--- config.mk ---
export PLATFORM = sky130hd
export DESIGN_NAME = oopp_isqrt
export DESIGN_NICKNAME = d
export VERILOG_FILES = /design/src/sv/oopp_isqrt.sv
export SDC_FILE = /design/constraint.sdc
export NUM_CORES = 2
export LEC_CHECK = 0
export BUFFER_PORTS_ARGS = -buffer_cell sky130_fd_sc_hd__buf_2
export CAP_MARGIN = 20
export CORE_MARGIN = 8
export CORE_UTILIZATION = 25
export DETAILED_ROUTE_END_ITERATION = 7
export GPL_TIMING_DRIVEN = 0
export SLEW_MARGIN = 20
export SYNTH_ARGS = -nofsm -noshare
export SYNTH_HDL_FRONTEND = slang
export SYNTH_MEMORY_MAX_BITS = 65536
export SYNTH_SLANG_ARGS = --single-unit
--- constraint.sdc ---
create_clock -name clk -period 10.7 [get_ports clk]
set_input_delay 1.605 -clock clk [delete_from_list [all_inputs] [get_ports clk]]
set_output_delay 1.605 -clock clk [all_outputs]
set_load 0.02 [all_outputs]
--- src/sv/oopp_isqrt.sv ---
// Pipelined floor square root of a 64-bit value, one result bit per stage.
`default_nettype none
module oopp_isqrt (
	input  logic        clk,
	input  logic        en,
	input  logic [63:0] v,
	output logic [31:0] root
);
	logic [33:0] rem_s  [32];
	logic [31:0] root_s [32];
	logic [63:0] src_s  [32];

	generate
		for (genvar j = 0; j < 32; j++) begin : g_step
			logic [33:0] p_rem;
			logic [31:0] p_root;
			logic [63:0] p_src;
			logic [35:0] cur;
			logic [35:0] trial;
			logic        ge;
			if (j == 0) begin : g_first
				assign p_rem  = '0;
				assign p_root = '0;
				assign p_src  = v;
			end else begin : g_next
				assign p_rem  = rem_s[j-1];
				assign p_root = root_s[j-1];
				assign p_src  = src_s[j-1];
			end
			assign cur   = {p_rem, p_src[63:62]};
			assign trial = {2'b00, p_root, 2'b01};
			assign ge    = cur >= trial;
			always_ff @(posedge clk) begin
				if (en) begin
					rem_s[j]  <= ge ? 34'(cur - trial) : 34'(cur);
					root_s[j] <= {p_root[30:0], ge};
					src_s[j]  <= {p_src[61:0], 2'b00};
				end
			end
		end
	endgenerate

	assign root = root_s[31];
endmodule
`default_nettype wire

==> out/qor.yml <==
sta:
  worst_slew_pin_slew_ns: 1.292
  fin_hold_ws_ns: 0.3619
  setup_tns_ns: 0
  slew_headroom: 0.1295
  worst_slack_ns: 4.980
  setup_violations: 0
  finalCritPeriodShare: 0.5346
  fin_crit_ns: 5.720
  slew_viol_final: 0
  clock.fmax_ghz: 0.1748
  rsz0062_at_grt: "false"
  hold_viol: 0
  clock_skew_ns: 0.06661
global_routing:
  grt_max_degree: 154
  grt_pass1_vias: 68730
  gr-total-overflow: 0
  grt_use_total: 0.08758
  grt_pass1_wl_mm: 354.4
  antenna_found_initial: 2
cells_and_area:
  drive_gt1_frac: 0.07198
  fin_cells: 15800
  fillers: 47170
  seq_area_um2: 75760
  area_growth_pct: 15.80
  multi_input_area_um2: 37550
  nNetsFinal: 10000
power_and_ir_drop:
  powerDensity_nw_per_um2: 211.3
  intPower_mw: 20.65
  pwr-share-seq: 0.464
  clkPwrFrac: 0.348
  fin_total_pwr_mw: 28.53
  power_frac_comb: 0.188
  p_sw_frac: 0.2761
  irDropWorstVdd_mv: 0.1386
  p_sw_mw: 7.876
  p_leak_nw: 50.12
placement:
  hpwl_mm: 159.6
  place_ws_ns: 4.943
  placed_cells: 15270
  placement.io_buffers: 97
  place.gp.congestion: 0.8936
synthesis:
  synth_top_area_frac: 0.6497
  ys_ff_latch: 2523
  netlist_area_um2: 116600
  ys.warnings.count: 0
  syn_inst: 8958
  synth_nets: 9586
  synth_top_area_cell: "edfxtp_1"
  syn_avg_cell_area_um2: 13.02
  synthTopCellsByArea: "edfxtp_1 (65%), ha_1 (6.0%), xor2_1 (3.2%)"
  synthArstFlopShare: 0
  synth-edff-count: 2523
  synth_cell_types: 86
  netlist_top_cells_count: "edfxtp_1 (2,523), inv_1 (701), nand2_1 (622)"
  yosysMostFrequentCell: "edfxtp_1"
  synth-main-ff-cell: "edfxtp_1"
  synth.yosys.seq_area_share: 0.6497
setup_path:
  cp.arrival_ns: 6.41
  crit_chain: "ha_1, a21oi_1, nand2_1, o21ai_0, a21oi_1, a221o_1, a221oi_1, o21ai_0, a21oi_1, clkbuf_1, clkbuf_1, nand2_1, o21ai_0"
  cpPeakStageDelay_ns: 0.91
  critPathKind: "flop to flop"
  slowest_stage: "a221oi_1"
  cp_max_fo: 10
  reg2regPathDepth: 13
  end_kind: "flop"
  r2r_slack_ns: 4.98
  r2r_end: "rem_s[29][30]$_DFFE_PP_"
  reg2reg_from: "rem_s[28][3]$_DFFE_PP_"
  critPathBufInv: 2
  critPathTopFamily: "compound AO/OA/AOI/OAI gates"
  cp_data_required_time_ns: 11.39
  start_kind: "flop"
floorplan:
  core_area_um2: 466100
  initial_core_util: 0.2502
  die_y_um: 698.9
  io_pins: 98
  die_x_um: 698.9
  rows: 251
  die_area_um2: 488500
detailed_routing:
  drc: 4
  routed_via_density: 4.289
  drt_pass1_iterations: 8
  wl_per_cell_um: 14.23
  dr.first_iter.drc_count: 3843
  wirelength_mm: 224.8
  via_count: 67760
  drtAntennaViolNets: 0
cts:
  clock_path_buffers: 4
  htree_levels: 5
  cts_num_sinks: 2523
  cts-hold-fix-buffers: 0
  cts_tree: "built"
  clock-root-buffer: "clkbuf_16"
  clkTransAtPathRegs_ns: 0.07
  cts_resized: 0
  clk_latency_ns: 0.93
  cts_setup_buffers: 0
  cts_made_buffers: 295
worst_hold_path:
  whs_path_depth: 0
  hold_class: "flop to flop"
  min_from: "src_s[13][35]$_DFFE_PP_"
  holdPathEnd: "src_s[14][37]$_DFFE_PP_"
flow_run:
  drv_cap: 0
status:
  violations: "design-rule violations"
  status: "finished, violations left"
==> layout make-up <==
| cell class | count | share of cell area |
|---|---|---|
| Antenna cell | 2 | 0.00003707 |
| Buffer | 166 | 0.004884 |
| Clock buffer | 365 | 0.05772 |
| Clock inverter | 160 | 0.01350 |
| Inverter | 704 | 0.01957 |
| Multi-Input combinational cell | 5565 | 0.2781 |
| Sequential cell | 2523 | 0.5611 |
| Tap cell | 6198 | 0.05743 |
| Timing Repair Buffer | 117 | 0.007617 |
==> metrics by stage <==
step	area (um2)	util
5_1_grt	135000	0.2897
6_report	135000	0.2897
4_1_cts	135000	0.2897
2_1_floorplan	116600	-
3_3_place_gp	124800	0.2679
3_5_place_dp	125400	0.2690
==> worst max path at each step <==
| stage | to | depth (start not counted) | slack [ns] | from |
|---|---|---|---|---|
| 5_1_grt | rem_s[29][23]$_DFFE_PP_ | 14 | 4.77 | root_s[28][0]$_DFFE_PP_ |
| 2_1_floorplan | rem_s[11][23]$_DFFE_PP_ | 12 | 7.07 | rem_s[10][20]$_DFFE_PP_ |
| 6_report | rem_s[29][30]$_DFFE_PP_ | 13 | 4.98 | rem_s[28][3]$_DFFE_PP_ |
| 3_3_place_gp | rem_s[30][28]$_DFFE_PP_ | 1 | -33.07 | en |
| 3_5_place_dp | rem_s[29][5]$_DFFE_PP_ | 14 | 4.94 | root_s[28][0]$_DFFE_PP_ |
| 4_1_cts | rem_s[29][30]$_DFFE_PP_ | 14 | 4.95 | root_s[28][0]$_DFFE_PP_ |
==> layout by cell type, fill, tap and decap left out, drive strengths merged, types with 109 or more instances in the layout <==
master and instances:
clkbuf 507, a21oi 592, nor3 210, clkinv 116, inv 713, ha 562, xnor2 420, o21ai 448
xor2 428, a21o 233, edfxtp 2523, nand2 622, nand3 142, nand2b 109, buf 141, nor2 574
==> worst reg2reg max path: stages, from the launching register on <==
cell	delay (ns)
edfxtp_1	0.41
ha_1	0.41
a21oi_1	0.22
nand2_1	0.07
o21ai_0	0.30
a21oi_1	0.21
a221o_1	0.46
a221oi_1	0.91
o21ai_0	0.47
a21oi_1	0.61
clkbuf_1	0.63
clkbuf_1	0.61
nand2_1	0.13
o21ai_0	0.11
==> registers in the layout, indices dropped and copies added, names as in the netlist <==
register and flops:
src_s 992, root_s 528, rem_s 1003
==> kinds of logic after synthesis <==
logic type      Yosys count  share of synthesized area
simple gates           2307                    0.09706
compound gates         1762                    0.09282
other cells               1                 0.00003216
mux                      85                   0.008037
buf+inv                 870                    0.02832
fa+ha+maj               562                    0.06030
flops                  2523                     0.6497
xor+xnor                848                    0.06370
==> layer usage <==
layer  vias to the layer above  routed length [um]  GRT usage
met5                         -                   0          0
met4                         0               16390    0.05828
met3                       649                8872    0.01536
met2                      1290              113700     0.1625
met1                     31860               85890    0.08987
li1                      33960                   -          -
==> power groups by stage <==
stage               combinational (mW)  sequential, mW  clock, mW
floorplan                         4.08            13.1          0
global placement                  5.26            14.2          0
detailed placement                5.33            13.4          0
CTS                               5.36            13.2       10.4
global route                      6.01            13.4       10.7
finish                            5.37            13.2       9.93
Power figures use the tool's default switching activity.
