--- src/sv/oopp_pkg.sv ---
// Shared constants and types for the omni-drive particle propagation block.
`default_nettype none
package oopp_pkg;

	// Angles in Q4.28
	localparam logic [30:0] TWO_PI      = 31'd1686629713;
	localparam logic [29:0] PI          = 30'd843314857;
	localparam logic [28:0] HALF_PI     = 29'd421657428;
	// CORDIC gain compensation, Q2.30
	localparam logic [29:0] CORDIC_GAIN = 30'd652032874;

	localparam logic [27:0] ATAN_TAB [32] = '{
		28'd210828714, 28'd124459457, 28'd65760959, 28'd33381290, 28'd16755422,
		28'd8385879, 28'd4193963, 28'd2097109, 28'd1048571, 28'd524287,
		28'd262144, 28'd131072, 28'd65536, 28'd32768, 28'd16384, 28'd8192,
		28'd4096, 28'd2048, 28'd1024, 28'd512, 28'd256, 28'd128, 28'd64,
		28'd32, 28'd16, 28'd8, 28'd4, 28'd2, 28'd1, 28'd0, 28'd0, 28'd0
	};

	// register map indexes
	localparam logic [2:0] REG_ALPHA_RT  = 3'd0;
	localparam logic [2:0] REG_ALPHA_TR  = 3'd1;
	localparam logic [2:0] REG_ALPHA_TT  = 3'd2;
	localparam logic [2:0] REG_ALPHA_RR  = 3'd3;
	localparam logic [2:0] REG_ALPHA_TS  = 3'd4;
	localparam logic [2:0] REG_EPS_LIN   = 3'd5;
	localparam logic [2:0] REG_EPS_ANG   = 3'd6;

	localparam logic [23:0] ALPHA_TS_RESET = 24'd6554;

	typedef struct packed {
		logic signed [31:0] px;
		logic signed [31:0] py;
		logic signed [31:0] pyaw;
		logic               still;
	} pose_t;

endpackage
`default_nettype wire

--- src/sv/oopp_wrap.sv ---
// Pipelined angle wrap into (-pi, pi] by restoring subtraction of 2*pi multiples.
`default_nettype none
module oopp_wrap #(
	parameter int W = 33
) (
	input  logic                clk,
	input  logic                en,
	input  logic signed [W-1:0] ang,
	output logic signed [31:0]  wrapped
);
	import oopp_pkg::*;

	localparam int NSTEP = W - 31;

	logic [W-1:0]       rem_s [NSTEP];
	logic               neg_s [NSTEP];
	logic [W-1:0]       mag;
	logic [30:0]        r_last;
	logic [30:0]        pos;
	logic signed [31:0] res_q;

	assign mag = $unsigned(ang[W-1] ? -ang : ang);

	generate
		for (genvar j = 0; j < NSTEP; j++) begin : g_step
			localparam logic [W-1:0] SUB = W'(TWO_PI) << (NSTEP - 1 - j);
			logic [W-1:0] prev;
			logic         prev_neg;
			if (j == 0) begin : g_first
				assign prev     = mag;
				assign prev_neg = ang[W-1];
			end else begin : g_next
				assign prev     = rem_s[j-1];
				assign prev_neg = neg_s[j-1];
			end
			always_ff @(posedge clk) begin
				if (en) begin
					rem_s[j] <= (prev >= SUB) ? prev - SUB : prev;
					neg_s[j] <= prev_neg;
				end
			end
		end
	endgenerate

	// floor modulo: a negative input with a nonzero remainder folds back
	assign r_last = rem_s[NSTEP-1][30:0];
	assign pos    = (neg_s[NSTEP-1] && r_last != '0) ? TWO_PI - r_last : r_last;

	always_ff @(posedge clk) begin
		if (en) begin
			if (pos > 31'(PI))
				res_q <= $signed({1'b0, pos}) - $signed({1'b0, TWO_PI});
			else
				res_q <= $signed({1'b0, pos});
		end
	end

	assign wrapped = res_q;
endmodule
`default_nettype wire

--- config.mk ---
export PLATFORM = sky130hd
export DESIGN_NAME = oopp_wrap
export DESIGN_NICKNAME = d
export VERILOG_FILES = /design/src/sv/oopp_pkg.sv /design/src/sv/oopp_wrap.sv
export SDC_FILE = /design/constraint.sdc
export NUM_CORES = 1
export LEC_CHECK = 0
export ABC_AREA = 1
export BUFFER_PORTS_ARGS = -buffer_cell sky130_fd_sc_hd__buf_4
export CAP_MARGIN = 10
export CORE_AREA = 2 2 149 151
export CTS_BUF_LIST = sky130_fd_sc_hd__clkbuf_8
export CTS_CLUSTER_SIZE = 12
export DETAILED_ROUTE_END_ITERATION = 8
export DIE_AREA = 0 0 151 153
export PLACE_DENSITY = 0.76
export SYNTH_ARGS = -nofsm -noshare
export SYNTH_HDL_FRONTEND = slang
export SYNTH_SLANG_ARGS = --single-unit
--- constraint.sdc ---
create_clock -name clk -period 3.9 [get_ports clk]
set_input_delay 0.39 -clock clk [delete_from_list [all_inputs] [get_ports clk]]
set_output_delay 0.39 -clock clk [all_outputs]
set_load 0.01 [all_outputs]
==> results of run 1 <==
==> critical path, delay by kind of cell (launching register included) <==
kind / cells / cell delay (ns)
fa+ha+maj: 1 / 0.16
flops: 1 / 0.50
compound gates: 1 / 0.05
simple gates: 15 / 2.18
buf+inv: 2 / 0.27
==> power by group through the flow <==
| stage | Clock, uW | Sequential (uW) | Combinational, uW |
|---|---|---|---|
| after floorplan | 0 | 1650 | 1520 |
| after global placement | 0 | 1620 | 2100 |
| after detailed placement | 0 | 1630 | 2140 |
| after CTS | 695 | 1600 | 2150 |
| after global routing | 725 | 1630 | 2470 |
| final | 680 | 1600 | 2160 |
==> path summary, 6_finish.rpt <==
path	end	startpoint	slack [ns]
max	wrapped[9]	rem_s[0][41]	0.46
min	rem_s[0][0]	ang[0]	0.19
max reg2reg	wrapped[9]	rem_s[0][41]	0.46
min reg2reg	neg_s[0][1]	neg_s[0][0]	0.42
==> kinds of logic (layout without fill, tap and decap cells) <==
logic type | Yosys count | in the layout | share of synthesized area
and+or+nand+nor | 1229 | 1229 | 0.500
AOI/OAI and AO/OA | 71 | 71 | 0.0380
DFF | 98 | 98 | 0.283
adders and majority gates | 8 | 8 | 0.00963
xor gates and xnor gates | 83 | 83 | 0.0714
buffers and inverters | 243 | 306 | 0.0982
==> synthesized netlist by cell type <==
| cell | number |
|---|---|
| o21ai_1 | 6 |
| nand2_4 | 3 |
| o22ai_1 | 2 |
| nand3_1 | 137 |
| o31ai_2 | 1 |
| a21boi_0 | 1 |
| and2_1 | 3 |
| nand3_2 | 3 |
| nand3b_1 | 11 |
| nand2_2 | 18 |
| buf_4 | 6 |
| buf_6 | 10 |
| o21ai_0 | 23 |
| xnor2_1 | 8 |
| nor4_1 | 5 |
| ha_1 | 8 |
| o31ai_1 | 1 |
| clkbuf_1 | 6 |
| o221ai_1 | 1 |
| nor2_4 | 2 |
| inv_2 | 21 |
| buf_2 | 9 |
| edfxtp_1 | 98 |
| xor2_1 | 73 |
| a311oi_1 | 2 |
| nor3_1 | 25 |
| nor2_2 | 13 |
| a21boi_1 | 1 |
| a21oi_2 | 1 |
| a21oi_1 | 30 |
| nor2_1 | 227 |
| or2_2 | 2 |
| nor2_8 | 1 |
| nand2_1 | 713 |
| o21bai_1 | 1 |
| xor2_2 | 2 |
| clkinv_1 | 1 |
| inv_1 | 190 |
| nand4_1 | 66 |
| o211a_1 | 1 |
==> layout make-up <==
class,instances,area share
Sequential cell,98,0.260
Clock inverter,7,0.00598
Inverter,212,0.0704
Multi-Input combinational cell,1391,0.569
Clock buffer,9,0.0110
Timing Repair Buffer,78,0.0518
Tap cell,280,0.0310
==> layout by cell type (no fill, tap or decap), drive strengths merged, types with 2 or more instances in the layout <==
cell type	n
a21boi	2
o22ai	2
clkbuf	9
clkinv	3
ha	8
and2	3
o31ai	2
nand3b	11
edfxtp	98
nor4	5
inv	214
nand2	734
a21oi	31
or2	2
nor3	25
a311oi	2
nand4	66
nand3	140
xnor2	8
buf	78
xor2	75
nor2	243
o21ai	29
==> through the flow <==
step           setup slack [ns]  cells
2_1_floorplan              1.25   1732
3_3_place_gp              0.343   2059
3_5_place_dp              0.348   2059
4_1_cts                   0.508   2075
5_1_grt                   0.157   2075
6_report                  0.460   2075
==> layer usage <==
| metal | vias up | global-route usage | routed length [um] |
|---|---|---|---|
| met2 | 273 | 0.483 | 15100 |
| met5 | - | 0 | 0 |
| met4 | 0 | 0.149 | 1650 |
| met3 | 89 | 0.0239 | 962 |
| met1 | 4951 | 0.281 | 11500 |
| li1 | 5612 | - | - |
==> registers in the layout, indices dropped and copies added, names as in the netlist <==
name     count
neg_s        2
rem_s       64
wrapped     32
==> results by group, run 1 <==
CTS
  – Number of levels the H-tree was split into: 3
  – Clock Sink Count: 98
  – Clock buffers created by TritonCTS: 9
  – Number of buffers inserted to repair setup after CTS: 0
  – Hold-fix buffers, CTS: 0
  – Insertion delay to the later sink of the worst-skew pair: 0.40 ns
  – CTS tree: done
  – Post-cts gate resize count: 0
  – Cell chosen for the clock root: clkbuf_8
  – Maximum count of clock buffers along a single path: 2
  – Clock transition time at the flip-flop clock pins of the worst setup and hold paths: 0.11 ns

Yosys
  – Top cell type's share of synthesized area: 0.283
  – Area contributors post-synth: edfxtp_1, nand2_1, nor2_1, inv_1, nand3_1
  – Synthesized netlist net count: 1775
  – Count of state elements after synthesis: 98
  – Netlist area before placement: 10400 sq um
  – Synth area leader: edfxtp_1
  – Mean post-synth cell area: 6.00 sq um
  – Synth Warn #: 0
  – Fraction of the yosys area taken by sequential cells: 0.283
  – Mapped Cells: 1732
  – Count of distinct cell types in the synthesized netlist: 40

Worst setup path
  – Most used cell along the critical path: nand2_1
  – Slowest cell on crit path: edfxtp_1
  – Endpoint type of the worst setup path: flip-flop
  – Data arrival time of the critical path: 3.58 ns
  – Critical-path cell list: nor2_1, nand2_1, nor2_1, nand2_2, nor2_4, nor2_8, nand2_1, nand2_1, ha_1, inv_1, nor2_1, nand3_1, nor3_1, nand3_1, nor2_2, a21oi_2, buf_4, nand2_1, nand2_1
  – R2r worst-path depth: 19
  – Top fanout value on the critical path: 53
  – Required time worst endpoint: 4.04 ns
  – Startpoint kind of the worst setup timing path: flip-flop
  – Largest stage delay on the critical path: 0.50 ns
  – Critical Setup Path Class: flip-flop to flip-flop

Pwr
  – Power density of the placed cells: 393 nW/um^2
  – PnR Total Power: 4450 uW
  – Internal power contribution: 2480 uW
  – Part of the total power dissipated in sequential elements: 0.360
  – Combinational cell fraction of total power: 0.487
  – Reported leakage power: 0.00570 uW
  – Clock power share: 0.153
  – Largest voltage drop on the vdd net: 165 uV
  – Switch share: 0.442
  – Net Switching: 1960 uW

STA
  – Final Hold Viols: 0
  – Final critical-path share of the clock period: 0.882
  – Relative max-transition margin: 0.564
  – Total count of max-transition violations in the final report: 0
  – Final setup violation count: 0
  – Max Fclk: 291 MHz
  – Setup repair after global routing missed its margin: false
  – Post-route worst hold slack: 0.191 ns
  – Worst-margin pin slew: 0.654 ns
  – Final clock skew: 0.0209 ns
  – Setup TNS: 0 ns
  – Clock period minus worst slack: 3.44 ns

Die
  – Core Region: 21500 sq um
  – Site row count: 54
  – Initial cell density of the core: 0.484
  – Die boundary height: 153 um
  – Horizontal die dimension: 151 um
  – Overall die area: 23100 sq um
  – Count of boundary I/O pins: 67

Cells and area
  – Fillcell total: 2284
  – Ant diodes: 0
  – Share of cells above drive strength 1: 0.0886
  – Area of the multi-input gates: 6430 sq um
  – Post-layout net count: 1833
  – Sequential cell area: 2940 sq um
  – Syn-to-layout area delta: 8.67%
  – Final Util: 0.526
  – Post-route design area: 11300 sq um

Run
  – Max capacitance violation total: 0

Routing
  – Total Routed Length: 29200 um
  – DRT antenna net count: 0
  – Iteration-0 DRC Markers: 653
  – Count of unresolved DRC violations after routing: 0
  – Wire length per cell after detailed routing: 14.1 um
  – Via-per-instance ratio: 5.27
  – Vias after detailed routing: 10925
  – Number of optimization iterations in the first detailed-route pass: 7

Global routing
  – Pin count of the biggest net entering global routing: 54
  – Residual overflow from global routing: 0
  – GRT Total Usage: 0.259
  – Antenna violations before repair: 0
  – Wire length of the first global-routing pass: 48200 um
  – Number of global-route vias before repair: 10266

Place
  – Input/output buffers: 66
  – DPL Wire Length: 23800 um
  – Global placer's final weighted congestion: 0.993
  – Post-place instance area: 11100 sq um

Hold path
  – Hold Crit Class: input pin to flip-flop
  – Number of stages on the worst hold path: 1

Status
  – Outcome: finished clean
Note: power is estimated with default switching activity, not from simulation.
==> inputs of run 2 (changes only) <==
==> constraint.sdc (replaced) <==
create_clock -name clk -period 3.7 [get_ports clk]
set_input_delay 0.37 -clock clk [delete_from_list [all_inputs] [get_ports clk]]
set_output_delay 0.37 -clock clk [all_outputs]
set_load 0.01 [all_outputs]
==> run 2 against run 1 <==
Effect of this change:
- combinational power increased by 6%
- final area increased by 1.1%
- clock-buffer cell count unchanged
- first-iteration DRC count increased by 10%
- cell count increased by 0.34%
- clock power increased by 25%
- critical path type unchanged
- die area unchanged
- flip-flop and latch count unchanged
- sequential share of layout area decreased by 0.29 points
- hold slack got worse by 0.032 ns
==> results by group, run 2 (same netlist as run 1, synthesis figures left out) <==
Status
  – Outcome: finished clean

Cells and area
  – Post-layout net count: 1841
  – Non-filler instance count after layout: 2082
  – Max reg flops: 64
  – Commonest cells after routing, fill and taps aside: nand2_1, nor2_1, inv_1
  – Fillcell total: 2188
  – Register with the highest flop count: rem_s
  – Ant diodes: 0
  – Most common library cell in the layout ignoring fill and taps: nand2_1
  – Syn-to-layout area delta: 9.88%
  – Post-route design area: 11400 sq um
  – Share of cells above drive strength 1: 0.0932

CTS
  – Cell chosen for the clock root: clkbuf_8
  – Clock transition time at the flip-flop clock pins of the worst setup and hold paths: 0.10 ns
  – Clock Sink Count: 98
  – Insertion delay to the later sink of the worst-skew pair: 0.40 ns
  – Number of buffers inserted to repair setup after CTS: 0
  – Hold-fix buffers, CTS: 0
  – Maximum count of clock buffers along a single path: 2
  – CTS tree: done
  – Number of levels the H-tree was split into: 3
  – Clock buffers created by TritonCTS: 9

Run
  – Max capacitance violation total: 0

Pwr
  – Part of the total power dissipated in sequential elements: 0.351
  – Largest voltage drop on the vdd net: 226 uV
  – Net Switching: 2070 uW
  – Clock power share: 0.176
  – Internal power contribution: 2770 uW
  – Reported leakage power: 0.00576 uW
  – Switch share: 0.427
  – Combinational cell fraction of total power: 0.473
  – Power density of the placed cells: 423 nW/um^2

Worst setup path
  – Most used cell along the critical path: nand2_1
  – Data arrival time of the critical path: 3.59 ns
  – Startpoint kind of the worst setup timing path: flip-flop
  – Critical-path cell list: nor2_1, nand2_1, nor2_1, nand2_2, inv_2, nand2_2, nand2_4, nand2_1, nand2_1, ha_1, inv_1, nor2_1, nand3_1, nor3_2, nand3_1, nor2_2, a21oi_2, buf_4, nand2_1, nand2_1
  – Endpoint type of the worst setup path: flip-flop
  – Required time worst endpoint: 3.85 ns
  – Top fanout value on the critical path: 30
  – Slowest cell on crit path: edfxtp_1
  – Critical Setup Path Class: flip-flop to flip-flop
  – Largest stage delay on the critical path: 0.44 ns

Hold path
  – Hold Crit Class: input pin to flip-flop

Routing
  – Number of optimization iterations in the first detailed-route pass: 5
  – Count of unresolved DRC violations after routing: 0
  – Wire length per cell after detailed routing: 14.0 um
  – DRT antenna net count: 0
  – Total Routed Length: 29200 um
  – Iteration-0 DRC Markers: 718
  – Via-per-instance ratio: 5.24
  – Vias after detailed routing: 10919

Die
  – Overall die area: 23100 sq um
  – Core Region: 21500 sq um
  – Die boundary height: 153 um
  – Horizontal die dimension: 151 um
  – Site row count: 54
  – Initial cell density of the core: 0.484
  – Count of boundary I/O pins: 67

Place
  – DPL Wire Length: 23800 um
  – Global placer's final weighted congestion: 0.963
  – Input/output buffers: 66
  – Cell count after placement: 2066
  – Post-place instance area: 11200 sq um

Global routing
  – Antenna violations before repair: 0
  – Residual overflow from global routing: 0
  – GRT Total Usage: 0.257
  – Wire length of the first global-routing pass: 47700 um
  – Pin count of the biggest net entering global routing: 54
  – Number of global-route vias before repair: 10315

STA
  – Clock period minus worst slack: 3.44 ns
  – Final critical-path share of the clock period: 0.929
  – Final setup violation count: 0
  – Final Hold Viols: 0
  – Worst-margin pin slew: 0.645 ns
  – Total count of max-transition violations in the final report: 0
  – Setup TNS: 0 ns
  – Max Fclk: 291 MHz
  – Relative max-transition margin: 0.566
  – Setup repair after global routing missed its margin: false
  – Final clock skew: 0.0144 ns
==> run 2: cell type report <==
class	count	area, sq um	share of cell area
Clock buffer	9	124	0.0108
Multi-Input combinational cell	1392	6450	0.565
Inverter	212	796	0.0696
Sequential cell	98	2940	0.258
Tap cell	280	350	0.0307
Clock inverter	6	111	0.00975
Timing Repair Buffer	85	651	0.0569
==> run 2: power groups by stage <==
stage,registers [uW],clock network (uW),logic [uW]
floorplan,1740,0,1600
global placement,1710,0,2230
detailed placement,1720,0,2260
CTS,1700,862,2270
global route,1730,900,2610
finish,1700,852,2290
==> run 2: critical path, delay by kind of cell, from the launching register on <==
kind | cells | cell delay, ns
AOI/OAI and AO/OA | 1 | 0.04
adders and majority gates | 1 | 0.16
buffers and inverters | 3 | 0.32
DFF | 1 | 0.44
and+or+nand+nor | 15 | 2.22
==> run 2: final timing paths <==
| kind | startpoint | endpoint | slack (ns) | depth (start not counted) |
|---|---|---|---|---|
| worst max-delay path | rem_s[0][58] | wrapped[13] | 0.26 | 20 |
| worst min-delay path | ang[0] | rem_s[0][0] | 0.16 | 1 |
| worst max register to register | rem_s[0][58] | wrapped[13] | 0.26 | 20 |
| worst min register to register | neg_s[0][0] | neg_s[0][1] | 0.43 | 0 |
==> run 2: routing by layer <==
layer | track usage | part of all wire
met5 | 0 | 0
met4 | 0.176 | 0.069
met3 | 0.0260 | 0.040
met2 | 0.470 | 0.50
met1 | 0.274 | 0.39
==> run 2: stage by stage <==
step,power [uW],hold slack [ns],util,setup WS [ns]
floorplan,3340,0.400,-,1.05
global placement,3940,0.406,0.520,0.0925
detailed placement,3980,0.405,0.520,0.0833
CTS,4830,0.148,0.531,0.0545
global route,5240,0.148,0.532,0.0163
finish,4840,0.159,0.532,0.261
==> run 2: timing repair <==
| item | CTS | global route |
|---|---|---|
| setup endpoints to repair | 0 | 32 |
| endpoints found under the hold margin | 0 | 0 |
| resized for setup | 0 | 1 |
